==> config.mk <==
export PLATFORM = sky130hd
export DESIGN_NAME = prescaled_countdown_timer_bank
export DESIGN_NICKNAME = d
export VERILOG_FILES = /design/src/rtl/pctb_pkg.sv /design/src/rtl/pctb_regs.sv /design/src/rtl/pctb_ctrl.sv /design/src/rtl/pctb_dp.sv /design/src/rtl/prescaled_countdown_timer_bank.sv
export SDC_FILE = /design/constraint.sdc
export NUM_CORES = 1
export LEC_CHECK = 0
export ABC_AREA = 1
export BUFFER_PORTS_ARGS = -buffer_cell sky130_fd_sc_hd__clkbuf_2
export CORE_ASPECT_RATIO = 2
export CORE_MARGIN = 1.5
export CORE_UTILIZATION = 40
export DETAILED_ROUTE_END_ITERATION = 6
export PLACE_DENSITY = 0.67
export SYNTH_ARGS = -nofsm -noshare
export SYNTH_HDL_FRONTEND = slang
export SYNTH_SLANG_ARGS = --single-unit
==> constraint.sdc <==
create_clock -name clk -period 4.51 [get_ports clk]
set_clock_uncertainty 0.05 [all_clocks]
set_input_delay 0.902 -clock clk [delete_from_list [all_inputs] [get_ports clk]]
set_output_delay 0.902 -clock clk [all_outputs]
set_load 0.02 [all_outputs]
==> src/rtl/pctb_pkg.sv <==
// Package for the prescaled countdown timer bank.
// Holds the command codes, controller states, register indexes and the
// controller/datapath handshake structs. No dependencies.
`default_nettype none

package pctb_pkg;

	localparam int unsigned FIELD_W_MS   = 16;
	localparam int unsigned FIELD_W_TICK = 32;
	localparam int unsigned RES_W        = 8;
	localparam int unsigned MASK_W       = 8;
	localparam int unsigned DIV_STEPS    = FIELD_W_MS;
	localparam int unsigned DIV_CNT_W    = $clog2(DIV_STEPS);

	typedef enum logic [1:0] {
		FUNC_TICK   = 2'd0,
		FUNC_SET    = 2'd1,
		FUNC_EXPIRE = 2'd2,
		FUNC_READ   = 2'd3
	} func_t;

	typedef enum logic [1:0] {
		ST_IDLE,
		ST_DIVIDE,
		ST_APPLY,
		ST_REPORT
	} state_t;

	localparam logic REG_RESOLUTION = 1'b0;
	localparam logic REG_RUNNING    = 1'b1;

	typedef struct packed {
		logic load;
		logic div_step;
		logic apply;
		logic report;
	} cmd_t;

	typedef struct packed {
		logic is_set;
	} status_t;

	typedef struct packed {
		logic [RES_W-1:0] resolution;
		logic             running;
	} cfg_t;

endpackage

`default_nettype wire

==> src/rtl/pctb_regs.sv <==
// Configuration register file of the timer bank behind the APB-style port.
// Depends on pctb_pkg for the register indexes and the cfg_t struct.
`default_nettype none

module pctb_regs
	import pctb_pkg::*;
(
	input  wire logic        clk,
	input  wire logic        arst_n,
	input  wire logic        psel,
	input  wire logic        penable,
	input  wire logic        pwrite,
	input  wire logic [2:0]  paddr,
	input  wire logic [31:0] pwdata,
	output logic [31:0]      prdata,
	output logic             pready,
	output cfg_t             cfg
);

	logic [RES_W-1:0] resolution_q;
	logic             running_q;
	logic             wr_en;

	assign pready = 1'b1;
	assign wr_en  = psel & penable & pwrite;

	always_ff @(posedge clk or negedge arst_n) begin
		if (!arst_n) begin
			resolution_q <= RES_W'(1);
			running_q    <= 1'b1;
		end else if (wr_en) begin
			case (paddr[2])
				REG_RESOLUTION: resolution_q <= pwdata[RES_W-1:0];
				REG_RUNNING:    running_q    <= pwdata[0];
				default:        resolution_q <= resolution_q;
			endcase
		end
	end

	always_comb begin
		case (paddr[2])
			REG_RESOLUTION: prdata = {{(32-RES_W){1'b0}}, resolution_q};
			REG_RUNNING:    prdata = {31'b0, running_q};
			default:        prdata = 32'b0;
		endcase
	end

	assign cfg.resolution = resolution_q;
	assign cfg.running    = running_q;

endmodule

`default_nettype wire

==> src/rtl/pctb_ctrl.sv <==
// Controller state machine of the timer bank: sequences capture, the
// bit-serial divide for set commands, the state update and the result report.
// Depends on pctb_pkg for state_t, cmd_t and status_t.
`default_nettype none

module pctb_ctrl
	import pctb_pkg::*;
(
	input  wire logic    clk,
	input  wire logic    arst_n,
	input  wire logic    start,
	input  wire status_t status,
	output cmd_t         cmd,
	output logic         busy,
	output logic         done
);

	state_t               state_q;
	state_t               state_nxt;
	logic [DIV_CNT_W-1:0] cnt_q;
	logic                 div_last;

	assign div_last = (cnt_q == DIV_CNT_W'(DIV_STEPS - 1));

	always_comb begin
		state_nxt = state_q;
		case (state_q)
			ST_IDLE: begin
				if (start) begin
					state_nxt = status.is_set ? ST_DIVIDE : ST_APPLY;
				end
			end
			ST_DIVIDE: begin
				if (div_last) begin
					state_nxt = ST_APPLY;
				end
			end
			ST_APPLY:  state_nxt = ST_REPORT;
			ST_REPORT: state_nxt = ST_IDLE;
			default:   state_nxt = ST_IDLE;
		endcase
	end

	always_comb begin
		cmd  = '0;
		busy = 1'b1;
		case (state_q)
			ST_IDLE: begin
				busy     = 1'b0;
				cmd.load = start;
			end
			ST_DIVIDE: cmd.div_step = 1'b1;
			ST_APPLY:  cmd.apply    = 1'b1;
			ST_REPORT: cmd.report   = 1'b1;
			default:   busy         = 1'b1;
		endcase
	end

	always_ff @(posedge clk or negedge arst_n) begin
		if (!arst_n) begin
			state_q <= ST_IDLE;
			cnt_q   <= '0;
			done    <= 1'b0;
		end else begin
			state_q <= state_nxt;
			done    <= cmd.report;
			if (state_q == ST_DIVIDE) begin
				cnt_q <= cnt_q + DIV_CNT_W'(1);
			end else begin
				cnt_q <= '0;
			end
		end
	end

endmodule

`default_nettype wire

==> src/rtl/pctb_dp.sv <==
// Datapath of the timer bank: command capture, restoring divider, timer
// counters, prescaler, tick counter and result registers.
// Depends on pctb_pkg for func_t, cmd_t, status_t and cfg_t.
`default_nettype none

module pctb_dp
	import pctb_pkg::*;
#(
	parameter int unsigned NUM_TIMERS = 8
) (
	input  wire logic                    clk,
	input  wire logic                    arst_n,
	input  wire cmd_t                    cmd,
	output status_t                      status,
	input  wire cfg_t                    cfg,
	input  wire logic [1:0]              func,
	input  wire logic [3:0]              timer_id,
	input  wire logic [FIELD_W_MS-1:0]   duration,
	input  wire logic [FIELD_W_TICK-1:0] reference_tick,
	output logic                         addressed_running,
	output logic [MASK_W-1:0]            running_mask,
	output logic [FIELD_W_TICK-1:0]      tick_value,
	output logic [FIELD_W_TICK-1:0]      elapsed_ticks
);

	localparam int unsigned IDX_W = (NUM_TIMERS > 1) ? $clog2(NUM_TIMERS) : 1;

	func_t                   func_q;
	logic [3:0]              id_q;
	logic [FIELD_W_MS-1:0]   ms_q;
	logic [FIELD_W_TICK-1:0] ref_q;
	logic [FIELD_W_MS-1:0]   quo_q;
	logic [RES_W-1:0]        rem_q;

	logic [FIELD_W_MS-1:0]   remaining_q [NUM_TIMERS];
	logic [NUM_TIMERS-1:0]   active_q;
	logic [RES_W-1:0]        prescale_q;
	logic [FIELD_W_TICK-1:0] tick_q;

	logic [RES_W-1:0]        eff_res;
	logic [RES_W:0]          shifted;
	logic                    sub_ok;
	logic                    id_valid;
	logic [IDX_W-1:0]        idx;
	logic [RES_W-1:0]        prescale_inc;
	logic                    fire;
	logic [MASK_W-1:0]       mask;

	assign status.is_set = (func_t'(func) == FUNC_SET);

	assign eff_res  = (cfg.resolution == '0) ? RES_W'(1) : cfg.resolution;
	assign shifted  = {rem_q, quo_q[FIELD_W_MS-1]};
	assign sub_ok   = (shifted >= {1'b0, eff_res});
	assign id_valid = ({1'b0, id_q} < 5'(NUM_TIMERS));
	assign idx      = id_q[IDX_W-1:0];

	assign prescale_inc = prescale_q + RES_W'(1);
	assign fire         = (prescale_inc >= eff_res);

	always_ff @(posedge clk) begin
		if (cmd.load) begin
			func_q <= func_t'(func);
			id_q   <= timer_id;
			ms_q   <= duration;
			ref_q  <= reference_tick;
			quo_q  <= duration;
			rem_q  <= '0;
		end else if (cmd.div_step) begin
			quo_q <= {quo_q[FIELD_W_MS-2:0], sub_ok};
			rem_q <= sub_ok ? RES_W'(shifted - {1'b0, eff_res}) : shifted[RES_W-1:0];
		end
	end

	always_ff @(posedge clk or negedge arst_n) begin
		if (!arst_n) begin
			for (int i = 0; i < NUM_TIMERS; i++) begin
				remaining_q[i] <= '0;
			end
			active_q   <= '0;
			prescale_q <= '0;
			tick_q     <= '0;
		end else if (cmd.apply) begin
			case (func_q)
				FUNC_TICK: begin
					tick_q     <= tick_q + FIELD_W_TICK'(1);
					prescale_q <= fire ? '0 : prescale_inc;
					if (fire) begin
						for (int i = 0; i < NUM_TIMERS; i++) begin
							if (active_q[i]) begin
								remaining_q[i] <= remaining_q[i] - FIELD_W_MS'(1);
								if (remaining_q[i] == FIELD_W_MS'(1)) begin
									active_q[i] <= 1'b0;
								end
							end
						end
					end
				end
				FUNC_SET: begin
					if (id_valid) begin
						if (ms_q >= {{(FIELD_W_MS-RES_W){1'b0}}, eff_res}) begin
							remaining_q[idx] <= quo_q;
							active_q[idx]    <= (quo_q != '0);
						end else begin
							active_q[idx] <= 1'b0;
						end
					end
				end
				FUNC_EXPIRE: begin
					if (id_valid) begin
						remaining_q[idx] <= '0;
						active_q[idx]    <= 1'b0;
					end
				end
				FUNC_READ: tick_q <= tick_q;
				default:   tick_q <= tick_q;
			endcase
		end
	end

	for (genvar g = 0; g < MASK_W; g++) begin : g_mask
		if (g < NUM_TIMERS) begin : g_on
			assign mask[g] = active_q[g];
		end else begin : g_off
			assign mask[g] = 1'b0;
		end
	end

	always_ff @(posedge clk) begin
		if (cmd.report) begin
			addressed_running <= id_valid && active_q[idx];
			running_mask      <= mask;
			tick_value        <= tick_q;
			elapsed_ticks     <= cfg.running ? (tick_q - ref_q) : '0;
		end
	end

endmodule

`default_nettype wire

==> src/rtl/prescaled_countdown_timer_bank.sv <==
// Prescaled countdown timer bank, top level.
// Sequence: start captures the command; set runs the 16-step bit-serial divide
// by the resolution; apply and report follow; done is registered from report.
// Commands do not overlap: busy is high from accept to report.
// done lasts one cycle and the receiver cannot stall it.
// Reset (arst_n low): all timers expired, counters zero, resolution 1, running 1.
`default_nettype none

module prescaled_countdown_timer_bank
	import pctb_pkg::*;
#(
	parameter int unsigned NUM_TIMERS = 8
) (
	input  wire logic                    clk,
	input  wire logic                    arst_n,
	input  wire logic                    psel,
	input  wire logic                    penable,
	input  wire logic                    pwrite,
	input  wire logic [2:0]              paddr,
	input  wire logic [31:0]             pwdata,
	output logic [31:0]                  prdata,
	output logic                         pready,
	input  wire logic                    start,
	output logic                         busy,
	input  wire logic [1:0]              func,
	input  wire logic [3:0]              timer_id,
	input  wire logic [FIELD_W_MS-1:0]   duration,
	input  wire logic [FIELD_W_TICK-1:0] reference_tick,
	output logic                         done,
	output logic                         addressed_running,
	output logic [MASK_W-1:0]            running_mask,
	output logic [FIELD_W_TICK-1:0]      tick_value,
	output logic [FIELD_W_TICK-1:0]      elapsed_ticks
);

	cfg_t    cfg;
	cmd_t    cmd;
	status_t status;

	pctb_regs u_regs (
		.clk     (clk),
		.arst_n  (arst_n),
		.psel    (psel),
		.penable (penable),
		.pwrite  (pwrite),
		.paddr   (paddr),
		.pwdata  (pwdata),
		.prdata  (prdata),
		.pready  (pready),
		.cfg     (cfg)
	);

	pctb_ctrl u_ctrl (
		.clk    (clk),
		.arst_n (arst_n),
		.start  (start),
		.status (status),
		.cmd    (cmd),
		.busy   (busy),
		.done   (done)
	);

	pctb_dp #(
		.NUM_TIMERS (NUM_TIMERS)
	) u_dp (
		.clk               (clk),
		.arst_n            (arst_n),
		.cmd               (cmd),
		.status            (status),
		.cfg               (cfg),
		.func              (func),
		.timer_id          (timer_id),
		.duration          (duration),
		.reference_tick    (reference_tick),
		.addressed_running (addressed_running),
		.running_mask      (running_mask),
		.tick_value        (tick_value),
		.elapsed_ticks     (elapsed_ticks)
	);

endmodule

`default_nettype wire

# == Word level (Yosys, flattened, before mapping) ==
# Cells that the tools add are included.
# classes
n_addsub,13
order_cmp,8
n_eq_ne,29
muxes,58
bitwise_logic,8
n_reduce_logical,22
# op_table
op,count
128-bit 2-to-1 mux,4
128-bit case mux with 3 select lines,1
16-bit 2-to-1 mux,11
128-bit bitwise AND,1
128-bit bitwise mux,1
"16-bit by 1-bit equality test with 1-bit output, second input constant",8
128-bit NOT,1
"16-bit by 1-bit subtractor with 16-bit output, second input constant",8
32-bit case mux with 2 select lines,1
8-bit 2-to-1 mux,7
7-bit AND reduction,8
16-bit demux with 3-bit select,1
"32-bit by 1-bit adder with 32-bit output, second input constant",1
32-bit subtractor,1
"2-bit by 1-bit inequality test with 1-bit output, second input constant",13
8-bit case mux with 3 select lines,1
1-bit 2-to-1 mux,23
16-bit by 8-bit greater-or-equal comparator with 1-bit output,1
16-bit nonzero test,1
9-bit by 8-bit greater-or-equal comparator with 1-bit output,1
"8-bit by 1-bit adder with 8-bit output, second input constant",1
8-bit bitwise AND,1
8-bit bitwise mux,1
8-bit greater-or-equal comparator,1
other kinds (27),40
# totals
regBits,343
in_bits,95
out_inout_bits,108
word_cells,164

# == Logic depth before layout (Yosys ltp) ==
# Gate-level depths: netlist (run 1).
# depth
word_depth,9
mapped_depth,17
ltp_nobuf,16

# == Hierarchy ==
# A second synthesis (run 1) with hierarchy kept.
# hier_totals
hier_cells,3490
hier_area_um2,24016.8
# by_module_without_submodules
module,n_inst,cells_per_inst,area_per_inst_um2,seq_area_each_um2
pctb_dp,1,3351,22949.5,8858.5
pctb_regs,1,88,653.1,227.7
pctb_ctrl,1,51,414.1,175.2

# == Least setup slack after synthesis (run 1) ==
# OpenSTA, ideal clock, no wires.
# synth_timing
kind,input-to-reg
start,input port start
end,register u_dp.quo_q[10] (data pin)
setup_ns,0.343
t_arrival_ns,3.176
required_time_ns,4.117
setup_slack_ns,0.941
cell_stages,5
path_buffers,2
cell_sequence,nand2_1 inv_1 clkbuf_1 clkbuf_1 o21ai_0
# synth_rtl
item,line_no,text
from (decl),prescaled_countdown_timer_bank.sv:23,"input wire logic start,"
to (signal assigned),pctb_dp.sv:66,quo_q <= duration;
to (signal assigned),pctb_dp.sv:69,"quo_q <= {quo_q[FIELD_W_MS-2:0], sub_ok};"
to (decl),pctb_dp.sv:32,logic [FIELD_W_MS-1:0] quo_q;

# == Final worst setup path (run 1) ==
# layout_timing
start,register u_regs.resolution_q[1]
end,register u_dp.remaining_q[22] (netlist bit)
# layout_via
elab_chain_cells,5
word_cells_on_any_way,7
cone_classes,2 x order compare; 2 x eq/ne; 1 x mux; 2 x reduce/logical
# layout_rtl
item,line_no,text
from (decl),pctb_regs.sv:20,logic [RES_W-1:0] resolution_q;
from (signal assigned),pctb_regs.sv:33,REG_RESOLUTION: resolution_q <= pwdata[RES_W-1:0];
from (signal assigned),pctb_regs.sv:35,default: resolution_q <= resolution_q;
8-bit logical NOT,pctb_dp.sv:51,assign eff_res = (cfg.resolution == '0) ? RES_W'(1) : cfg.resolution;
8-bit 2-to-1 mux *,pctb_dp.sv:51,
16-bit by 8-bit greater-or-equal comparator with 1-bit output / 8-bit greater-or-equal comparator (equally long branches),"pctb_dp.sv:100, pctb_dp.sv:58",
2-bit by 1-bit inequality test with 1-bit output (no source line),n/a,
7-bit AND reduction (no source line) *,n/a,
"to (signal, indexed assignment)",pctb_dp.sv:90,remaining_q[i] <= remaining_q[i] - FIELD_W_MS'(1);
"to (signal, indexed assignment)",pctb_dp.sv:101,remaining_q[idx] <= quo_q;
to (decl),pctb_dp.sv:35,logic [FIELD_W_MS-1:0] remaining_q [NUM_TIMERS];
# Every way passes the cells marked *; elsewhere a longest branch is shown, timed or not.
# A chain may end at the register's enable or synchronous reset.

==> qor.yml, run 1 <==
ys_ff_latch: 343
worstPathRequired_ns: 4.95
gp_congestion: 0.9702
final_core_util: 0.4509
io_pins: 203
ir_drop_mv: 0.3132
drtPass1Iterations: 7
synthMuxAreaShare: 0
synthCells: 3334
post_cts_buffers: 0
fin_nets: 3621
cp-start-kind: "flop"
synth_xor_area_frac: 0.02264
die_area_um2: 59570
path_class: "flop to flop"
rsz0062_at_grt: "false"
coreArea_um2: 57250
worst_path_most_repeated_cell: "nand2_1"
grt_max_degree: 83
port-buffer-count: 151
synth_top_family_by_area: "simple AND/OR/NAND/NOR gates"
grt_use_total: 0.2543
clock_latency_ns: 0.56
leakagePower_nw: 12.79
numCtsBuffers: 35
cts-htree-levels: 2
crit_path_end_kind: "flop"
drtIter0Drc: 1863
yosysTopAreaCell: "dfrtp_1"
synthesis.area_um2: 23210
post-route-drc-count: 5
avgViaCountPerCell: 5.355
clkSinkCount: 343
antenna_found_initial: 1
vias: 22620
arrival_ns: 3.94
min_period_over_period: 0.7762
clk_pin_slew_worst_paths_ns: 0.07
hpwl_mm: 54.05
cts_root_buf: "clkbuf_16"
critPathMaxFanout: 76
violations: "design-rule violations"
timing.critical_path.buf_inv: 2
synth_fa_ha_area_frac: 0.04646
clockBufferDepth: 3
period_minus_slack_ns: 3.501
synth_compound_area_frac: 0.1199
worst_pin_slew_ns: 0.9544
slowest_stage: "o41ai_1"
max_stage_delay_ns: 0.74
finalHoldViolCount: 0
ys_seq_area_frac: 0.3990
relSlewSlack: 0.3619
synth_async_sr_flop_share: 0.5598
drv_cap: 0
power.density_nw_per_um2: 596.1
yosysWarnings: 0
postCtsHoldBufs: 0
drive_gt1_frac: 0.07413
setup_viol: 0
synth_simple_gate_area_share: 0.3172
crit_family: "simple AND/OR/NAND/NOR gates"
grt_pass1_wl_mm: 118.2
detail-route-antenna-nets: 0
max_freq_mhz: 285.7
cp_cell_sequence: "inv_1 -> nand4_1 -> o41ai_1 -> ha_1 -> nand2_1 -> nand3b_1 -> nand2_1 -> nand2_1 -> nand2_1 -> nand2_1 -> nand2_2 -> nor2_4 -> buf_12 -> nand3_1 -> nand2_1"
synth-edff-count: 143
gr-total-overflow: 0
rows: 124
first_global_vias: 21970
start_util: 0.4055
post_cts_resize_count: 0
wl_per_cell_um: 17.94
status: "finished with violations"
setup_tns_ns: 0
slew_violations: 0
hold_path_class: "primary input to asynchronous set/reset pin"
dieHeight_um: 343.7
wirelength_mm: 75.78
synth_top_cell_area_share: 0.2048
die_w_um: 173.3
yosys.cell_types.count: 47
cts_tree: "yes"
synthTopCellsByArea: "dfrtp_1, edfxtp_1, nand2_1"
area_growth_pct: 11.21
syn_avg_cell_area_um2: 6.962
ys.flop_type: "dfrtp_1"
## registers in the layout, summed over array words and instances (netlist names)
signal / flops
u_dp.active_q: 8
u_dp.quo_q: 16
u_dp.running_mask: 8
u_dp.func_q: 2
u_ctrl.cnt_q: 4
u_dp.ref_q: 32
u_ctrl.state_q: 2
u_dp.addressed_running: 1
u_regs.resolution_q: 8
u_regs.running_q: 1
u_dp.id_q: 4
u_dp.rem_q: 8
u_dp.tick_value: 32
u_dp.elapsed_ticks: 32
u_ctrl.done: 1
u_dp.ms_q: 16
u_dp.tick_q: 32
u_dp.remaining_q: 128
u_dp.prescale_q: 8
## path summary, 6_finish.rpt
| check | from | endpoint | slack [ns] | cells after the start |
|---|---|---|---|---|
| max in group asynchronous | arst_n | u_dp.remaining_q[36] | 3.05 | 2 |
| min in group clk | u_dp.rem_q[5] | u_dp.rem_q[5] | 0.42 | 2 |
| setup reg to reg | u_regs.resolution_q[1] | u_dp.remaining_q[22] | 1.01 | 15 |
| hold / removal | arst_n | u_dp.remaining_q[59] | 0.31 | 1 |
| hold reg to reg | u_dp.rem_q[5] | u_dp.rem_q[5] | 0.42 | 2 |
| setup / recovery | u_regs.resolution_q[1] | u_dp.remaining_q[22] | 1.01 | 15 |
## layout by cell type, fill, tap and decap left out, drive strengths merged, types with 2 or more instances in the layout
master	instances
nand4	46
a21o	3
o211ai	40
a21oi	151
clkinv	15
dfrtp	190
dfxtp	8
nand3	266
nor3	28
nor2	347
nand3b	12
ha	83
xor2	46
o21a	3
and2	7
edfxtp	143
nand2	1091
inv	388
clkbuf	190
diode	2
clkinvlp	5
a31oi	6
bufinv	5
o22ai	9
buf	29
fa	2
xnor2	14
dfstp	2
o21ai	301
o21bai	3
conb	25
o31ai	2
## final cells by class
class	instances	area (um2)
antenna	2	5.005
clock buffer	39	922.1
clock inverter	24	290.3
fill	5935	31440
inverter	389	1463
multi-input combinational	2492	11870
sequential	343	9261
tap	756	945.9
timing repair buffer	180	1057
## cell usage after synthesis, types with 8 or more instances
master	number
a21oi_1	150
buf_2	22
buf_4	27
buf_6	14
clkbuf_1	66
dfrtp_1	190
dfxtp_1	8
edfxtp_1	143
ha_1	83
inv_1	385
nand2_1	1089
nand3_1	265
nand3b_1	12
nand4_1	46
nor2_1	342
nor3_1	26
o211ai_1	40
o21ai_0	301
o22ai_1	9
xnor2_1	14
xor2_1	46
## cell families after synthesis
family          Yosys count
other cells               2
flops                   343
buf+inv                 522
compound gates          522
simple gates           1800
fa+ha+maj                85
xor+xnor                 60
## worst reg2reg max path, cell delays in order, from the launching register on
cell and delay (ns):
dfrtp_1 0.39, inv_1 0.24, nand4_1 0.13, o41ai_1 0.74, ha_1 0.22, nand2_1 0.05
nand3b_1 0.07, nand2_1 0.05, nand2_1 0.06, nand2_1 0.05, nand2_1 0.40, nand2_2 0.17
nor2_4 0.18, buf_12 0.35, nand3_1 0.18, nand2_1 0.09
## metal layers
metal	vias up	routed length [um]	GRT usage
li1	10970	-	-
met1	10450	26080	0.2490
met2	909	40020	0.4886
met3	295	3734	0.02675
met4	0	5951	0.1911
met5	-	0	0
## through the flow
stage	worst slack [ns]	power (mW)	instances	hold slack, ns	cell area (um2)
3_5_place_dp	1.082	12.21	4160	0.4135	24600
4_1_cts	1.057	15.42	4223	0.3598	25810
3_3_place_gp	1.117	12.11	4160	0.4102	24600
6_report	1.009	15.39	4225	0.3104	25810
5_1_grt	0.7742	16.57	4223	0.3763	25810
2_1_floorplan	0.9406	10.19	3357	0.3821	23300
## report_power, final
part           switching, mW  leakage, nW  internal [mW]  total [mW]
combinational           4.85         8.29           2.16        7.00
sequential             0.869         3.91           4.36        5.23
clock                   1.37        0.580           1.79        3.15
total                   7.08         12.8           8.30        15.4
Power figures use the tool's default switching activity.
==> run 2: changes to the inputs <==
- PLACE_DENSITY: 0.67 -> 0.69
- clock period: 4.51 -> 3.1 ns (I/O delays scaled with it)
==> run 2 against run 1 <==
- the flow now finishes without violations
- flip-flop and latch count stayed put
- die area stayed put
- final cell count is 1.4% higher
- first-iteration DRC count is 8.9% lower
- core utilization is 0.97 points higher
- clock power is 45% higher
- register-to-register slack worse by 0.75 ns
- highest routed layer unchanged
- routed wire length is 2.1% higher
- count of clock-buffer cells in the layout is 10 higher
- critical path type unchanged
- non-clock buffer count is 59 higher
- final area is 2.2% higher
==> qor.yml, run 2 (same netlist as run 1, synthesis figures left out) <==
finalHoldViolCount: 0
cts_root_buf: "clkbuf_16"
power.internal_mw: 12.30
hold_path_class: "primary input to flop"
post-route-drc-count: 0
reg2reg_slack_ns: 0.26
min_period_over_period: 0.9156
hold_depth: 1
first_global_vias: 22120
gp_congestion: 0.9710
gr-total-overflow: 0
seqPwrFrac: 0.335
drive_gt1_frac: 0.08813
numCtsBuffers: 36
cp-start-kind: "flop"
clock_latency_ns: 0.56
arrival_ns: 3.29
port-buffer-count: 151
die_area_um2: 59570
final_core_util: 0.4606
relSlewSlack: 0.4314
power.share.combinational: 0.463
vias: 22830
period_minus_slack_ns: 2.838
r2r-end: "u_dp.remaining_q[16]"
drtPass1Iterations: 5
netSwitchingFraction: 0.4580
power.density_nw_per_um2: 860.6
reg2regPathDepth: 14
avgViaCountPerCell: 5.327
largest_register_ffs: 128
rsz0062_at_grt: "false"
die_w_um: 173.3
path_class: "flop to flop"
dpl_worst_slack_ns: 0.05334
dieHeight_um: 343.7
leakagePower_nw: 13.14
clkSinkCount: 343
cp_cell_sequence: "nand3_1 -> nor3_1 -> nand2_1 -> xor2_1 -> ha_1 -> nand2_1 -> nor2_1 -> a21oi_1 -> nand2_1 -> nand2_2 -> nor2_4 -> buf_12 -> nand3_1 -> nand2_1"
worst_path_most_repeated_cell: "nand2_1"
wirelength_mm: 77.35
clockBufferDepth: 3
worstPathRequired_ns: 3.55
place_area_um2: 25140
hold_end: "u_dp.id_q[1]"
clk_pin_slew_worst_paths_ns: 0.06
max_freq_mhz: 352.3
start_util: 0.4055
cts_tree: "yes"
r2r-start: "u_dp.prescale_q[0]"
worstHoldStart: "timer_id[1]"
largest-register: "u_dp.remaining_q"
status: "finished, final reports clean"
crit_path_end_kind: "flop"
diodes: 0
area_growth_pct: 13.61
grt_max_degree: 92
worst_pin_slew_ns: 0.8456
fin_area_um2: 26370
fin_nets: 3681
hpwl_mm: 55.06
setup_viol: 0
drtIter0Drc: 1697
max_stage_delay_ns: 0.42
slowest_stage: "dfrtp_1"
ir_drop_mv: 0.4317
critPathMaxFanout: 56
final_common_cell: "nand2_1"
p_clk_frac: 0.202
cts-htree-levels: 2
grt_use_total: 0.2580
wl_per_cell_um: 18.05
layout_common_cells: "nand2_1, inv_1, nor2_1"
slew_violations: 0
holdWs_ns: 0.1874
antenna_found_initial: 0
grt_pass1_wl_mm: 119.1
finalWorstSetupSlack_ns: 0.2616
rows: 124
io_pins: 203
setup_tns_ns: 0
coreArea_um2: 57250
drv_cap: 0
p_switching_mw: 10.39
detail-route-antenna-nets: 0
## run 2: changes by cell type in the layout (fill, tap and decap cells not counted), moves of 3 or more
cell / previous run / this run
buf_4: 23 / 72
clkinv_4: 4 / 1
clkbuf_1: 2 / 8
clkinvlp_4: 4 / 0
clkinv_1: 4 / 7
buf_12: 6 / 15
## run 2: worst max-delay path: cells and delay by family (launching register included)
kind | cells | cell delay (ns)
AOI/OAI and AO/OA | 1 | 0.08
xor gates and xnor gates | 1 | 0.18
adders and majority gates | 1 | 0.32
buffers and inverters | 1 | 0.27
DFF | 1 | 0.42
and+or+nand+nor | 10 | 1.43
## run 2: per-layer routing
metal / share of wire / track usage / vias to the layer above / wire length, um
li1: - / - / 11090 / -
met1: 0.35 / 0.2512 / 10620 / 26740
met2: 0.51 / 0.4829 / 804 / 39710
met3: 0.050 / 0.03128 / 312 / 3852
met4: 0.091 / 0.2181 / 0 / 7048
met5: 0 / 0 / - / 0
## run 2: area by class of cell
class	count	area [um2]
Clock buffer	49	1022
Multi-Input combinational cell	2492	11890
Timing Repair Buffer	239	1615
Tap cell	756	945.9
Inverter	389	1463
Sequential cell	343	9261
Clock inverter	17	176.4
Fill cell	5807	30880
## run 2: worst max path at each step
stage / from / endpoint / cells past startpoint
after floorplan: u_ctrl.state_q[0] / u_dp.addressed_running / 1
after global placement: u_regs.resolution_q[2] / u_dp.remaining_q[7] / 16
after detailed placement: u_regs.resolution_q[2] / u_dp.remaining_q[2] / 16
after CTS: u_regs.resolution_q[2] / u_dp.remaining_q[16] / 16
after global routing: u_dp.prescale_q[0] / u_dp.remaining_q[25] / 14
final: u_dp.prescale_q[0] / u_dp.remaining_q[16] / 14
## run 2: power by group through the flow
stage                     clock, mW  combinational, mW  sequential (mW)
after floorplan                   0               7.08             7.74
after global placement            0               10.3             7.62
after detailed placement          0               10.4             7.64
after CTS                      4.67               10.5             7.57
after global routing           4.81               11.9             7.78
final                          4.57               10.5             7.61
## run 2: timing repair
item,CTS,global route
setup buffers,0,0
hold endpoints to repair,4,0
resized for setup,0,3
setup endpoints to repair,0,138
hold buffers,1,0
## run 2: through the flow
step / total power [mW] / cells
after global placement: 17.90 / 4218
after CTS: 22.71 / 4285
after floorplan: 14.82 / 3357
final: 22.69 / 4285
after detailed placement: 18.06 / 4218
after global routing: 24.46 / 4285
